**src/hw/rtl/i2cm_pkg.sv**
```systemverilog
package i2cm_pkg;

  localparam int DEFAULT_BUFFER_DEPTH = 16;
  localparam logic [15:0] HALF_PERIOD_RESET = 16'd4;
  localparam logic [4:0] READ_MAX = 5'd16;

  typedef enum logic [1:0] {
    ACT_TICK  = 2'd0,
    ACT_START = 2'd1,
    ACT_PUSH  = 2'd2,
    ACT_SCAN  = 2'd3
  } act_t;

  typedef enum logic [1:0] {
    ST_OK        = 2'd0,
    ST_ADDR_NACK = 2'd1,
    ST_DATA_NACK = 2'd2,
    ST_NO_PULLUP = 2'd3
  } status_t;

  typedef enum logic [1:0] {
    JOB_SCAN  = 2'd0,
    JOB_WRITE = 2'd1,
    JOB_READ  = 2'd2
  } job_t;

  typedef enum logic [4:0] {
    PH_IDLE      = 5'd0,
    PH_ST_SCL    = 5'd1,
    PH_WB_DATA   = 5'd2,
    PH_WB_HIGH   = 5'd3,
    PH_WB_LOW    = 5'd4,
    PH_WA_REL    = 5'd5,
    PH_WA_HIGH   = 5'd6,
    PH_WA_WAIT   = 5'd7,
    PH_WA_LOW    = 5'd8,
    PH_WA_TAIL   = 5'd9,
    PH_RB_LOW    = 5'd10,
    PH_RB_HIGH   = 5'd11,
    PH_RB_SAMPLE = 5'd12,
    PH_RK_DRIVE  = 5'd13,
    PH_RK_WAIT   = 5'd14,
    PH_RK_HIGH   = 5'd15,
    PH_RK_LOW    = 5'd16,
    PH_SP_SDA    = 5'd17,
    PH_SP_SCL    = 5'd18,
    PH_SP_REL    = 5'd19,
    PH_FINISH    = 5'd20
  } phase_t;

  typedef struct packed {
    logic [1:0] action;
    logic [6:0] address;
    logic [4:0] write_count;
    logic [4:0] read_count;
    logic [7:0] write_byte;
    logic       sda_level;
  } in_t;

  typedef struct packed {
    logic       scl_low;
    logic       sda_low;
    logic       busy_res;
    logic       read_valid;
    logic [7:0] read_byte;
    logic       done_res;
    logic [1:0] status;
    logic [5:0] byte_total;
  } res_t;

endpackage

```
**src/hw/rtl/i2cm_in_if.sv**
```systemverilog
interface i2cm_in_if;
  logic       valid;
  logic       ready;
  logic [1:0] action;
  logic [6:0] address;
  logic [4:0] write_count;
  logic [4:0] read_count;
  logic [7:0] write_byte;
  logic       sda_level;

  modport source (
    output valid, action, address, write_count, read_count, write_byte, sda_level,
    input  ready
  );

  modport sink (
    input  valid, action, address, write_count, read_count, write_byte, sda_level,
    output ready
  );
endinterface

```
**src/hw/rtl/i2cm_out_if.sv**
```systemverilog
interface i2cm_out_if;
  logic       valid;
  logic       ready;
  logic       scl_low;
  logic       sda_low;
  logic       busy_res;
  logic       read_valid;
  logic [7:0] read_byte;
  logic       done_res;
  logic [1:0] status;
  logic [5:0] byte_total;

  modport source (
    output valid, scl_low, sda_low, busy_res, read_valid, read_byte, done_res, status,
           byte_total,
    input  ready
  );

  modport sink (
    input  valid, scl_low, sda_low, busy_res, read_valid, read_byte, done_res, status,
           byte_total,
    output ready
  );
endinterface

```
**src/hw/rtl/i2cm_seq.sv**
```systemverilog
module i2cm_seq #(
  parameter int BUFFER_DEPTH = 16
) (
  input  logic             clk,
  input  logic             rst_n,
  input  logic             step,
  input  i2cm_pkg::in_t    beat,
  input  logic [15:0]      half_period,
  output i2cm_pkg::res_t   res
);
  import i2cm_pkg::*;

  localparam int AW = (BUFFER_DEPTH > 1) ? $clog2(BUFFER_DEPTH) : 1;
  localparam int FW = $clog2(BUFFER_DEPTH + 1);
  localparam int XW = (AW > 5) ? AW : 5;
  localparam logic [4:0] WMAX = (BUFFER_DEPTH > 31) ? 5'd31 : 5'(BUFFER_DEPTH);

  logic [7:0] mem [BUFFER_DEPTH];
  logic [7:0] rd_data_r;

  phase_t      phase_r, phase_nxt;
  job_t        job_r, job_nxt;
  logic [15:0] hold_r, hold_nxt;
  logic [3:0]  bit_r, bit_nxt;
  logic [4:0]  bidx_r, bidx_nxt;
  logic [7:0]  shift_r, shift_nxt;
  logic [FW-1:0] fill_r, fill_nxt;
  logic [6:0]  taddr_r, taddr_nxt;
  logic [4:0]  wleft_r, wleft_nxt;
  logic [4:0]  rleft_r, rleft_nxt;
  logic        scl_r, scl_nxt;
  logic        sda_r, sda_nxt;
  logic        on_addr_r, on_addr_nxt;
  logic        ack_r, ack_nxt;
  status_t     end_st_r, end_st_nxt;

  logic [15:0] hold_load;
  logic [XW-1:0] bidx_ext;
  logic [AW-1:0] rd_addr;
  logic [3:0]  bit_inc;
  logic [4:0]  bidx_inc;
  logic [7:0]  shift_in;
  logic        push_en;
  logic        wr_more;
  logic        rd_valid;
  logic        done;
  status_t     st;
  logic [5:0]  total;

  assign hold_load = (half_period == 16'd0) ? 16'd0 : half_period - 16'd1;
  assign bidx_ext  = XW'(bidx_r);
  assign rd_addr   = bidx_ext[AW-1:0];
  assign bit_inc   = bit_r + 4'd1;
  assign bidx_inc  = bidx_r + 5'd1;
  assign shift_in  = {shift_r[6:0], beat.sda_level};
  assign wr_more   = (bidx_r < wleft_r) && (32'(bidx_r) < BUFFER_DEPTH);
  assign push_en   = step && (phase_r == PH_IDLE) && (beat.action == ACT_PUSH)
                     && (32'(fill_r) < BUFFER_DEPTH);

  always_ff @(posedge clk) begin
    if (push_en) begin
      mem[fill_r[AW-1:0]] <= beat.write_byte;
    end
    rd_data_r <= mem[rd_addr];
  end

  always_comb begin
    phase_nxt   = phase_r;
    job_nxt     = job_r;
    hold_nxt    = hold_r;
    bit_nxt     = bit_r;
    bidx_nxt    = bidx_r;
    shift_nxt   = shift_r;
    fill_nxt    = fill_r;
    taddr_nxt   = taddr_r;
    wleft_nxt   = wleft_r;
    rleft_nxt   = rleft_r;
    scl_nxt     = scl_r;
    sda_nxt     = sda_r;
    on_addr_nxt = on_addr_r;
    ack_nxt     = ack_r;
    end_st_nxt  = end_st_r;
    rd_valid    = 1'b0;
    done        = 1'b0;
    st          = ST_OK;
    total       = 6'd0;
    if (phase_r != PH_IDLE) begin
      if (hold_r != 16'd0) begin
        hold_nxt = hold_r - 16'd1;
      end else begin
        hold_nxt = hold_load;
        case (phase_r)
          PH_ST_SCL: begin
            scl_nxt     = 1'b1;
            shift_nxt   = {taddr_r, job_r == JOB_READ};
            on_addr_nxt = 1'b1;
            bit_nxt     = 4'd0;
            bidx_nxt    = 5'd0;
            phase_nxt   = PH_WB_DATA;
          end
          PH_WB_DATA: begin
            sda_nxt   = ~shift_r[7];
            phase_nxt = PH_WB_HIGH;
          end
          PH_WB_HIGH: begin
            scl_nxt   = 1'b0;
            phase_nxt = PH_WB_LOW;
          end
          PH_WB_LOW: begin
            scl_nxt   = 1'b1;
            shift_nxt = {shift_r[6:0], 1'b0};
            bit_nxt   = bit_inc;
            phase_nxt = (bit_inc >= 4'd8) ? PH_WA_REL : PH_WB_DATA;
          end
          PH_WA_REL: begin
            sda_nxt   = 1'b0;
            phase_nxt = PH_WA_HIGH;
          end
          PH_WA_HIGH: begin
            scl_nxt   = 1'b0;
            phase_nxt = PH_WA_WAIT;
          end
          PH_WA_WAIT: begin
            phase_nxt = PH_WA_LOW;
          end
          PH_WA_LOW: begin
            ack_nxt   = ~beat.sda_level;
            scl_nxt   = 1'b1;
            phase_nxt = PH_WA_TAIL;
          end
          PH_WA_TAIL: begin
            if (!ack_r) begin
              end_st_nxt = on_addr_r ? ST_ADDR_NACK : ST_DATA_NACK;
              phase_nxt  = PH_SP_SDA;
            end else if (job_r == JOB_SCAN) begin
              end_st_nxt = ST_OK;
              phase_nxt  = PH_SP_SDA;
            end else if (job_r == JOB_WRITE) begin
              if (wr_more) begin
                shift_nxt   = rd_data_r;
                bidx_nxt    = bidx_inc;
                on_addr_nxt = 1'b0;
                bit_nxt     = 4'd0;
                phase_nxt   = PH_WB_DATA;
              end else begin
                end_st_nxt = ST_OK;
                phase_nxt  = PH_SP_SDA;
              end
            end else begin
              bidx_nxt  = 5'd0;
              phase_nxt = PH_RB_LOW;
            end
          end
          PH_RB_LOW: begin
            scl_nxt   = 1'b1;
            sda_nxt   = 1'b0;
            bit_nxt   = 4'd0;
            shift_nxt = 8'd0;
            phase_nxt = PH_RB_HIGH;
          end
          PH_RB_HIGH: begin
            scl_nxt   = 1'b0;
            phase_nxt = PH_RB_SAMPLE;
          end
          PH_RB_SAMPLE: begin
            shift_nxt = shift_in;
            scl_nxt   = 1'b1;
            bit_nxt   = bit_inc;
            if (bit_inc >= 4'd8) begin
              rd_valid  = 1'b1;
              phase_nxt = PH_RK_DRIVE;
            end else begin
              phase_nxt = PH_RB_HIGH;
            end
          end
          PH_RK_DRIVE: begin
            sda_nxt   = (bidx_inc < rleft_r);
            phase_nxt = PH_RK_WAIT;
          end
          PH_RK_WAIT: begin
            phase_nxt = PH_RK_HIGH;
          end
          PH_RK_HIGH: begin
            scl_nxt   = 1'b0;
            phase_nxt = PH_RK_LOW;
          end
          PH_RK_LOW: begin
            scl_nxt  = 1'b1;
            bidx_nxt = bidx_inc;
            if (bidx_inc < rleft_r) begin
              phase_nxt = PH_RB_LOW;
            end else begin
              end_st_nxt = ST_OK;
              phase_nxt  = PH_SP_SDA;
            end
          end
          PH_SP_SDA: begin
            sda_nxt   = 1'b1;
            phase_nxt = PH_SP_SCL;
          end
          PH_SP_SCL: begin
            scl_nxt   = 1'b0;
            phase_nxt = PH_SP_REL;
          end
          PH_SP_REL: begin
            sda_nxt   = 1'b0;
            phase_nxt = PH_FINISH;
          end
          PH_FINISH: begin
            if (job_r == JOB_WRITE && end_st_r == ST_OK && rleft_r != 5'd0) begin
              job_nxt   = JOB_READ;
              sda_nxt   = 1'b1;
              phase_nxt = PH_ST_SCL;
            end else begin
              phase_nxt = PH_IDLE;
              hold_nxt  = 16'd0;
              done      = 1'b1;
              st        = end_st_r;
              if (end_st_r == ST_OK && job_r != JOB_SCAN) begin
                total = 6'(wleft_r) + 6'(rleft_r);
              end
            end
          end
          default: begin
            phase_nxt = PH_IDLE;
            hold_nxt  = 16'd0;
          end
        endcase
      end
    end else begin
      case (beat.action)
        ACT_PUSH: begin
          if (32'(fill_r) < BUFFER_DEPTH) begin
            fill_nxt = fill_r + FW'(1);
          end
        end
        ACT_START: begin
          taddr_nxt  = beat.address;
          wleft_nxt  = (beat.write_count > WMAX) ? WMAX : beat.write_count;
          rleft_nxt  = (beat.read_count > READ_MAX) ? READ_MAX : beat.read_count;
          fill_nxt   = '0;
          end_st_nxt = ST_OK;
          job_nxt    = JOB_WRITE;
          if (wleft_nxt != 5'd0 || rleft_nxt != 5'd0) begin
            if (wleft_nxt == 5'd0) begin
              job_nxt = JOB_READ;
            end
            sda_nxt   = 1'b1;
            phase_nxt = PH_ST_SCL;
            hold_nxt  = hold_load;
          end else begin
            hold_nxt = 16'd0;
            done     = 1'b1;
          end
        end
        ACT_SCAN: begin
          job_nxt    = JOB_SCAN;
          end_st_nxt = ST_OK;
          if (!beat.sda_level) begin
            hold_nxt = 16'd0;
            done     = 1'b1;
            st       = ST_NO_PULLUP;
          end else begin
            taddr_nxt = beat.address;
            sda_nxt   = 1'b1;
            phase_nxt = PH_ST_SCL;
            hold_nxt  = hold_load;
          end
        end
        default: begin
        end
      endcase
    end
  end

  always_comb begin
    res.scl_low    = scl_nxt;
    res.sda_low    = sda_nxt;
    res.busy_res   = (phase_nxt != PH_IDLE);
    res.read_valid = rd_valid;
    res.read_byte  = rd_valid ? shift_in : 8'd0;
    res.done_res   = done;
    res.status     = st;
    res.byte_total = total;
  end

  always_ff @(posedge clk) begin
    if (!rst_n) begin
      phase_r   <= PH_IDLE;
      job_r     <= JOB_SCAN;
      hold_r    <= 16'd0;
      bit_r     <= 4'd0;
      bidx_r    <= 5'd0;
      shift_r   <= 8'd0;
      fill_r    <= '0;
      taddr_r   <= 7'd0;
      wleft_r   <= 5'd0;
      rleft_r   <= 5'd0;
      scl_r     <= 1'b0;
      sda_r     <= 1'b0;
      on_addr_r <= 1'b0;
      ack_r     <= 1'b0;
      end_st_r  <= ST_OK;
    end else if (step) begin
      phase_r   <= phase_nxt;
      job_r     <= job_nxt;
      hold_r    <= hold_nxt;
      bit_r     <= bit_nxt;
      bidx_r    <= bidx_nxt;
      shift_r   <= shift_nxt;
      fill_r    <= fill_nxt;
      taddr_r   <= taddr_nxt;
      wleft_r   <= wleft_nxt;
      rleft_r   <= rleft_nxt;
      scl_r     <= scl_nxt;
      sda_r     <= sda_nxt;
      on_addr_r <= on_addr_nxt;
      ack_r     <= ack_nxt;
      end_st_r  <= end_st_nxt;
    end
  end

endmodule

```
**src/hw/rtl/i2c_master_transfer_engine.sv**
```systemverilog
// Open-drain I2C master sequencer driven one tick per input beat. Every accepted beat
// (a plain tick, a start, a write-byte push or an address scan, plus the sampled SDA
// level) yields exactly one result beat with the SCL/SDA pull-down drives, any received
// byte and the done/status/byte count. A beat is accepted every clock cycle: the whole
// sequencer step is one pass of logic from the accepted beat into its state registers
// and a result register, backed by a one-entry skid stage, so input stalls only when
// two results wait downstream. The write buffer is a BUFFER_DEPTH-entry memory with a
// registered read port. Each pin change is held for half_period ticks (zero is treated
// as one); users write half_period via APB port address 0 only while idle, not enforced.
module i2c_master_transfer_engine #(
  parameter int BUFFER_DEPTH = i2cm_pkg::DEFAULT_BUFFER_DEPTH
) (
  input  logic        clk,
  input  logic        rst_n,
  i2cm_in_if.sink     in_ch,
  i2cm_out_if.source  out_ch,
  input  logic        cfg_psel,
  input  logic        cfg_penable,
  input  logic        cfg_pwrite,
  input  logic [1:0]  cfg_paddr,
  input  logic [31:0] cfg_pwdata,
  output logic [31:0] cfg_prdata,
  output logic        cfg_pready
);
  import i2cm_pkg::*;

  logic [15:0] half_period_r;
  logic        in_fire;
  in_t         beat;
  res_t        res;
  res_t        out_res_r;
  res_t        skid_res_r;
  logic        out_v_r;
  logic        skid_v_r;

  assign cfg_pready = 1'b1;
  assign cfg_prdata = 32'(half_period_r);

  always_ff @(posedge clk) begin
    if (!rst_n) begin
      half_period_r <= HALF_PERIOD_RESET;
    end else if (cfg_psel && cfg_penable && cfg_pwrite && cfg_paddr == 2'd0) begin
      half_period_r <= cfg_pwdata[15:0];
    end
  end

  assign in_ch.ready = !skid_v_r;
  assign in_fire     = in_ch.valid && !skid_v_r;

  assign beat.action      = in_ch.action;
  assign beat.address     = in_ch.address;
  assign beat.write_count = in_ch.write_count;
  assign beat.read_count  = in_ch.read_count;
  assign beat.write_byte  = in_ch.write_byte;
  assign beat.sda_level   = in_ch.sda_level;

  i2cm_seq #(
    .BUFFER_DEPTH(BUFFER_DEPTH)
  ) u_seq (
    .clk         (clk),
    .rst_n       (rst_n),
    .step        (in_fire),
    .beat        (beat),
    .half_period (half_period_r),
    .res         (res)
  );

  always_ff @(posedge clk) begin
    if (!rst_n) begin
      out_v_r  <= 1'b0;
      skid_v_r <= 1'b0;
    end else if (!out_v_r || out_ch.ready) begin
      out_v_r  <= skid_v_r || in_fire;
      skid_v_r <= 1'b0;
    end else if (in_fire) begin
      skid_v_r <= 1'b1;
    end
  end

  always_ff @(posedge clk) begin
    if (!out_v_r || out_ch.ready) begin
      out_res_r <= skid_v_r ? skid_res_r : res;
    end else if (in_fire) begin
      skid_res_r <= res;
    end
  end

  assign out_ch.valid      = out_v_r;
  assign out_ch.scl_low    = out_res_r.scl_low;
  assign out_ch.sda_low    = out_res_r.sda_low;
  assign out_ch.busy_res   = out_res_r.busy_res;
  assign out_ch.read_valid = out_res_r.read_valid;
  assign out_ch.read_byte  = out_res_r.read_byte;
  assign out_ch.done_res   = out_res_r.done_res;
  assign out_ch.status     = out_res_r.status;
  assign out_ch.byte_total = out_res_r.byte_total;

endmodule

```
**src/flat_wrapper.sv**
```systemverilog
// flat-port wrapper written by rule: the top's interface ports become plain ports
module i2c_master_transfer_engine_flat import i2cm_pkg::*;
#(
  parameter int BUFFER_DEPTH = i2cm_pkg::DEFAULT_BUFFER_DEPTH
)
  (clk, rst_n, cfg_psel, cfg_penable, cfg_pwrite, cfg_paddr, cfg_pwdata, cfg_prdata, cfg_pready, in_ch_valid, in_ch_action, in_ch_address, in_ch_write_count, in_ch_read_count, in_ch_write_byte, in_ch_sda_level, in_ch_ready, out_ch_valid, out_ch_scl_low, out_ch_sda_low, out_ch_busy_res, out_ch_read_valid, out_ch_read_byte, out_ch_done_res, out_ch_status, out_ch_byte_total, out_ch_ready);
  i2cm_in_if in_ch_i ();
  i2cm_out_if out_ch_i ();
  input  logic clk;
  input  logic rst_n;
  input  logic cfg_psel;
  input  logic cfg_penable;
  input  logic cfg_pwrite;
  input  logic [1:0] cfg_paddr;
  input  logic [31:0] cfg_pwdata;
  output logic [31:0] cfg_prdata;
  output logic cfg_pready;
  input wire logic [$bits(in_ch_i.valid)-1:0] in_ch_valid;
  input wire logic [$bits(in_ch_i.action)-1:0] in_ch_action;
  input wire logic [$bits(in_ch_i.address)-1:0] in_ch_address;
  input wire logic [$bits(in_ch_i.write_count)-1:0] in_ch_write_count;
  input wire logic [$bits(in_ch_i.read_count)-1:0] in_ch_read_count;
  input wire logic [$bits(in_ch_i.write_byte)-1:0] in_ch_write_byte;
  input wire logic [$bits(in_ch_i.sda_level)-1:0] in_ch_sda_level;
  output wire logic [$bits(in_ch_i.ready)-1:0] in_ch_ready;
  output wire logic [$bits(out_ch_i.valid)-1:0] out_ch_valid;
  output wire logic [$bits(out_ch_i.scl_low)-1:0] out_ch_scl_low;
  output wire logic [$bits(out_ch_i.sda_low)-1:0] out_ch_sda_low;
  output wire logic [$bits(out_ch_i.busy_res)-1:0] out_ch_busy_res;
  output wire logic [$bits(out_ch_i.read_valid)-1:0] out_ch_read_valid;
  output wire logic [$bits(out_ch_i.read_byte)-1:0] out_ch_read_byte;
  output wire logic [$bits(out_ch_i.done_res)-1:0] out_ch_done_res;
  output wire logic [$bits(out_ch_i.status)-1:0] out_ch_status;
  output wire logic [$bits(out_ch_i.byte_total)-1:0] out_ch_byte_total;
  input wire logic [$bits(out_ch_i.ready)-1:0] out_ch_ready;
  assign in_ch_i.valid = in_ch_valid;
  assign in_ch_i.action = in_ch_action;
  assign in_ch_i.address = in_ch_address;
  assign in_ch_i.write_count = in_ch_write_count;
  assign in_ch_i.read_count = in_ch_read_count;
  assign in_ch_i.write_byte = in_ch_write_byte;
  assign in_ch_i.sda_level = in_ch_sda_level;
  assign in_ch_ready = in_ch_i.ready;
  assign out_ch_valid = out_ch_i.valid;
  assign out_ch_scl_low = out_ch_i.scl_low;
  assign out_ch_sda_low = out_ch_i.sda_low;
  assign out_ch_busy_res = out_ch_i.busy_res;
  assign out_ch_read_valid = out_ch_i.read_valid;
  assign out_ch_read_byte = out_ch_i.read_byte;
  assign out_ch_done_res = out_ch_i.done_res;
  assign out_ch_status = out_ch_i.status;
  assign out_ch_byte_total = out_ch_i.byte_total;
  assign out_ch_i.ready = out_ch_ready;
  i2c_master_transfer_engine #(.BUFFER_DEPTH(BUFFER_DEPTH)) u_core (.clk(clk), .rst_n(rst_n), .in_ch(in_ch_i), .out_ch(out_ch_i), .cfg_psel(cfg_psel), .cfg_penable(cfg_penable), .cfg_pwrite(cfg_pwrite), .cfg_paddr(cfg_paddr), .cfg_pwdata(cfg_pwdata), .cfg_prdata(cfg_prdata), .cfg_pready(cfg_pready));
endmodule
```
**config.mk**
```make
export PLATFORM = sky130hd
export DESIGN_NAME = i2c_master_transfer_engine_flat
export DESIGN_NICKNAME = d
export VERILOG_FILES = /design/src/hw/rtl/i2cm_pkg.sv /design/src/hw/rtl/i2cm_in_if.sv /design/src/hw/rtl/i2cm_out_if.sv /design/src/hw/rtl/i2cm_seq.sv /design/src/hw/rtl/i2c_master_transfer_engine.sv /design/src/flat_wrapper.sv
export SDC_FILE = /design/constraint.sdc
export NUM_CORES = 1
export LEC_CHECK = 0
export CAP_MARGIN = 5
export CORE_MARGIN = 3
export CORE_UTILIZATION = 50
export DETAILED_ROUTE_END_ITERATION = 16
export DONT_BUFFER_PORTS = 1
export PLACE_DENSITY_LB_ADDON = 0.3
export SLEW_MARGIN = 15
export SYNTH_ARGS = -nofsm -noshare
export SYNTH_HDL_FRONTEND = slang
export SYNTH_SLANG_ARGS = --single-unit
```
**constraint.sdc**
```tcl
create_clock -name clk -period 2.85 [get_ports clk]
set_input_delay 0.57 -clock clk [delete_from_list [all_inputs] [get_ports clk]]
set_output_delay 0.57 -clock clk [all_outputs]
set_load 0.02 [all_outputs]
```
==> flow_summary.ini <==
[cts]
h-tree-depth = 1
root_buffer = clkbuf_16
hold_buffers = 0
cts_post_setup_buffers_inserted = 0
cts.clk_slew.worst_paths_ns = 0.07
cts_made_buffers = 26
cts_sinks = 264
cts_tree = yes
worstSkewPairLatency_ns = 0.54
cts.path.max_buffers = 3

[cells_and_area]
multi_input_area_mm2 = 0.00510
layout.nets = 1170
fin_util = 0.576
drive_gt1_frac = 0.200
seq_area_mm2 = 0.00699
diodes = 0
fillers = 1953
final_area_mm2 = 0.0141
syn_to_final_growth_pct = 12.8

[logic_synthesis]
syn-cell-area_mm2 = 0.0125
avgSynthCellArea_um2 = 12.1
synthArstFlopShare = 0
netlist.area_leader.share = 0.410
ys_warn_count = 0
netlist_instances = 1031
synthTopCellsByArea = edfxtp_1 (41%), dfxtp_1 (15%), mux4_2 (7.2%)
synth_edf_count = 170
synth_top_area_cell = edfxtp_1
yosysSeqAreaShare = 0.561
synth_ff_type = edfxtp_1
yosys_register_bits = 264
yosysUniqueCellTypes = 94

[timing]
finalCritPeriodShare = 0.949
hold_ws_ns = 0.122
skew_ns = 0.00934
maxSlewHeadroom = 0.551
worst_pin_slew_ns = 0.668
post-route-min-period_ns = 2.70
finalHoldViolCount = 0
setup_tns_ns = 0
maxSlewViolCount = 0
fmax_mhz = 370
finalSetupViolCount = 0
rsz0062_at_grt = true

[detailed_routing]
firstDrtPassIters = 6
drtIter0Drc = 641
wirelength_um = 27500
drc = 0
vias = 8152
ant_nets = 0
wl_per_cell_um = 19.3
vias_per_cell = 5.74

[critical_path]
path_class = flop to flop
start_kind = flop
end_kind = flop
path_cells = inv_1 -> ha_1 -> or3b_1 -> or3_4 -> nor3_4 -> nor2_1 -> o2bb2ai_1 -> a211oi_2 -> a41oi_1
crit_required_ns = 3.11
cp_max_fo = 8
regToRegSetupSlack_ns = 0.15
worstPathArrival_ns = 2.96
critPathMaxStageDelay_ns = 0.51
cpLargestDelayFamily = simple AND/OR/NAND/NOR gates
crit_buf_inv = 1
slowest_stage = or3_4

[grt]
grt.overflow.total = 0
track_usage = 0.205
antenna_found_initial = 1
grt_pass1_wl_um = 43300
grt_max_degree = 68
grt_pass1_vias = 7886

[power_and_ir_drop]
powerDensity_mw_per_mm2 = 636
vdd_ir_drop_max_uv = 524
leakagePower_nw = 4.88
total_power_mw = 8.95

[place]
portBuffers = 0
placed_cell_area_mm2 = 0.0131
dp_hpwl_um = 19200
gp_congestion = 0.949

[job]
maxCapViolCount = 0

[die]
die_y_um = 164
core.rowCount = 57
die-area_mm2 = 0.0269
start_util = 0.511
core_mm2 = 0.0244
dieWidth_um = 164
pin_count = 125

[status]
outcome = completed

[hold_path]
hp-class = primary input to flop
[sequential cells by signal (all words and copies together), names as in the netlist, 6 cells and up]
| signal | flops |
|---|---|
| u_core.u_seq.mem | 128 |
| u_core.u_seq.shift_r | 8 |
| u_core.u_seq.rd_data_r | 8 |
| u_core.out_ch.read_byte | 8 |
| u_core.u_seq.taddr_r | 7 |
| u_core.half_period_r | 16 |
| u_core.skid_res_r | 21 |
| u_core.u_seq.hold_r | 16 |
| u_core.out_ch.byte_total | 6 |
[metal layers]
metal / track usage / vias up / wire, um
li1: - / 3917 / -
met1: 0.277 / 3979 / 12000
met2: 0.348 / 211 / 13500
met3: 0.0290 / 43 / 1250
met4: 0.0557 / 2 / 663
met5: 0 / - / 17
[final timing paths]
kind | startpoint | to | cells after the start
min | in_ch_write_byte[3] | u_core.u_seq.mem[11][3] | 0
max | u_core.u_seq.hold_r[1] | u_core.out_ch.busy_res | 9
min reg2reg | u_core.u_seq.shift_r[7] | u_core.u_seq.shift_r[7] | 2
max reg2reg | u_core.u_seq.hold_r[1] | u_core.out_ch.busy_res | 9
[layout by cell type, fill, tap and decap left out, types with 16 or more instances in the layout]
cell type	netlist	layout
nor2_1	61	60
nand3_1	26	25
inv_1	28	28
o21ai_0	46	45
nor3_1	22	22
mux2_2	16	16
mux4_2	40	40
nand2_1	100	100
conb_1	2	17
nor2b_1	25	25
clkbuf_16	0	26
ha_1	25	25
a21boi_0	24	24
buf_4	18	67
a21oi_1	52	52
edfxtp_1	170	170
dfxtp_1	94	93
[Yosys cell counts (8+ instances only)]
cell / n
dfxtp_1: 94
a31oi_1: 11
nor3b_1: 10
inv_1: 28
nor4_1: 8
ha_1: 25
xor2_1: 9
mux2i_1: 13
nor2b_1: 25
a21oi_1: 52
nand2b_1: 10
edfxtp_1: 170
a21boi_0: 24
nor3_1: 22
buf_1: 8
nand3_1: 26
and2_1: 13
mux2_2: 16
clkbuf_1: 32
nor2_1: 61
or2_2: 10
xnor2_1: 14
nand2_1: 100
o21ai_0: 46
or4_1: 9
buf_4: 18
mux4_2: 40
[what timing repair did]
item | in CTS | in global routing
pin swaps | 0 | 0
setup endpoints to repair | 3 | 6
gates resized for setup | 1 | 5
[logic make-up (layout without fill, tap and decap cells)]
group,Yosys count,in the layout,share of synthesized area
muxes,69,69,0.0972
DFF,264,264,0.561
xor gates and xnor gates,23,23,0.0162
adders and majority gates,26,26,0.0267
other,2,17,0.000603
and+or+nand+nor,343,343,0.148
buffers and inverters,96,145,0.0367
AOI/OAI and AO/OA,208,208,0.114
[power by group]
part           switching (mW)  internal [mW]
clock network            1.48           2.25
logic                   0.567          0.373
registers               0.112           4.16
total                    2.16           6.79
[per-stage QoR]
step / cells / worst slack (ns)
finish: 1419 / 0.147
floorplan: 1046 / 0.0562
detailed placement: 1371 / -0.0474
global placement: 1371 / -0.0165
CTS: 1419 / 0.0883
global route: 1419 / -0.000660
[area by class of cell]
class                      count  share of cell area
clock buffer                  29              0.0478
inverter                      29             0.00774
clock inverter                19              0.0190
tap                          324              0.0288
timing repair buffer          68              0.0372
sequential                   264               0.497
multi-input combinational    686               0.362
Note: power is estimated with default switching activity, not from simulation.
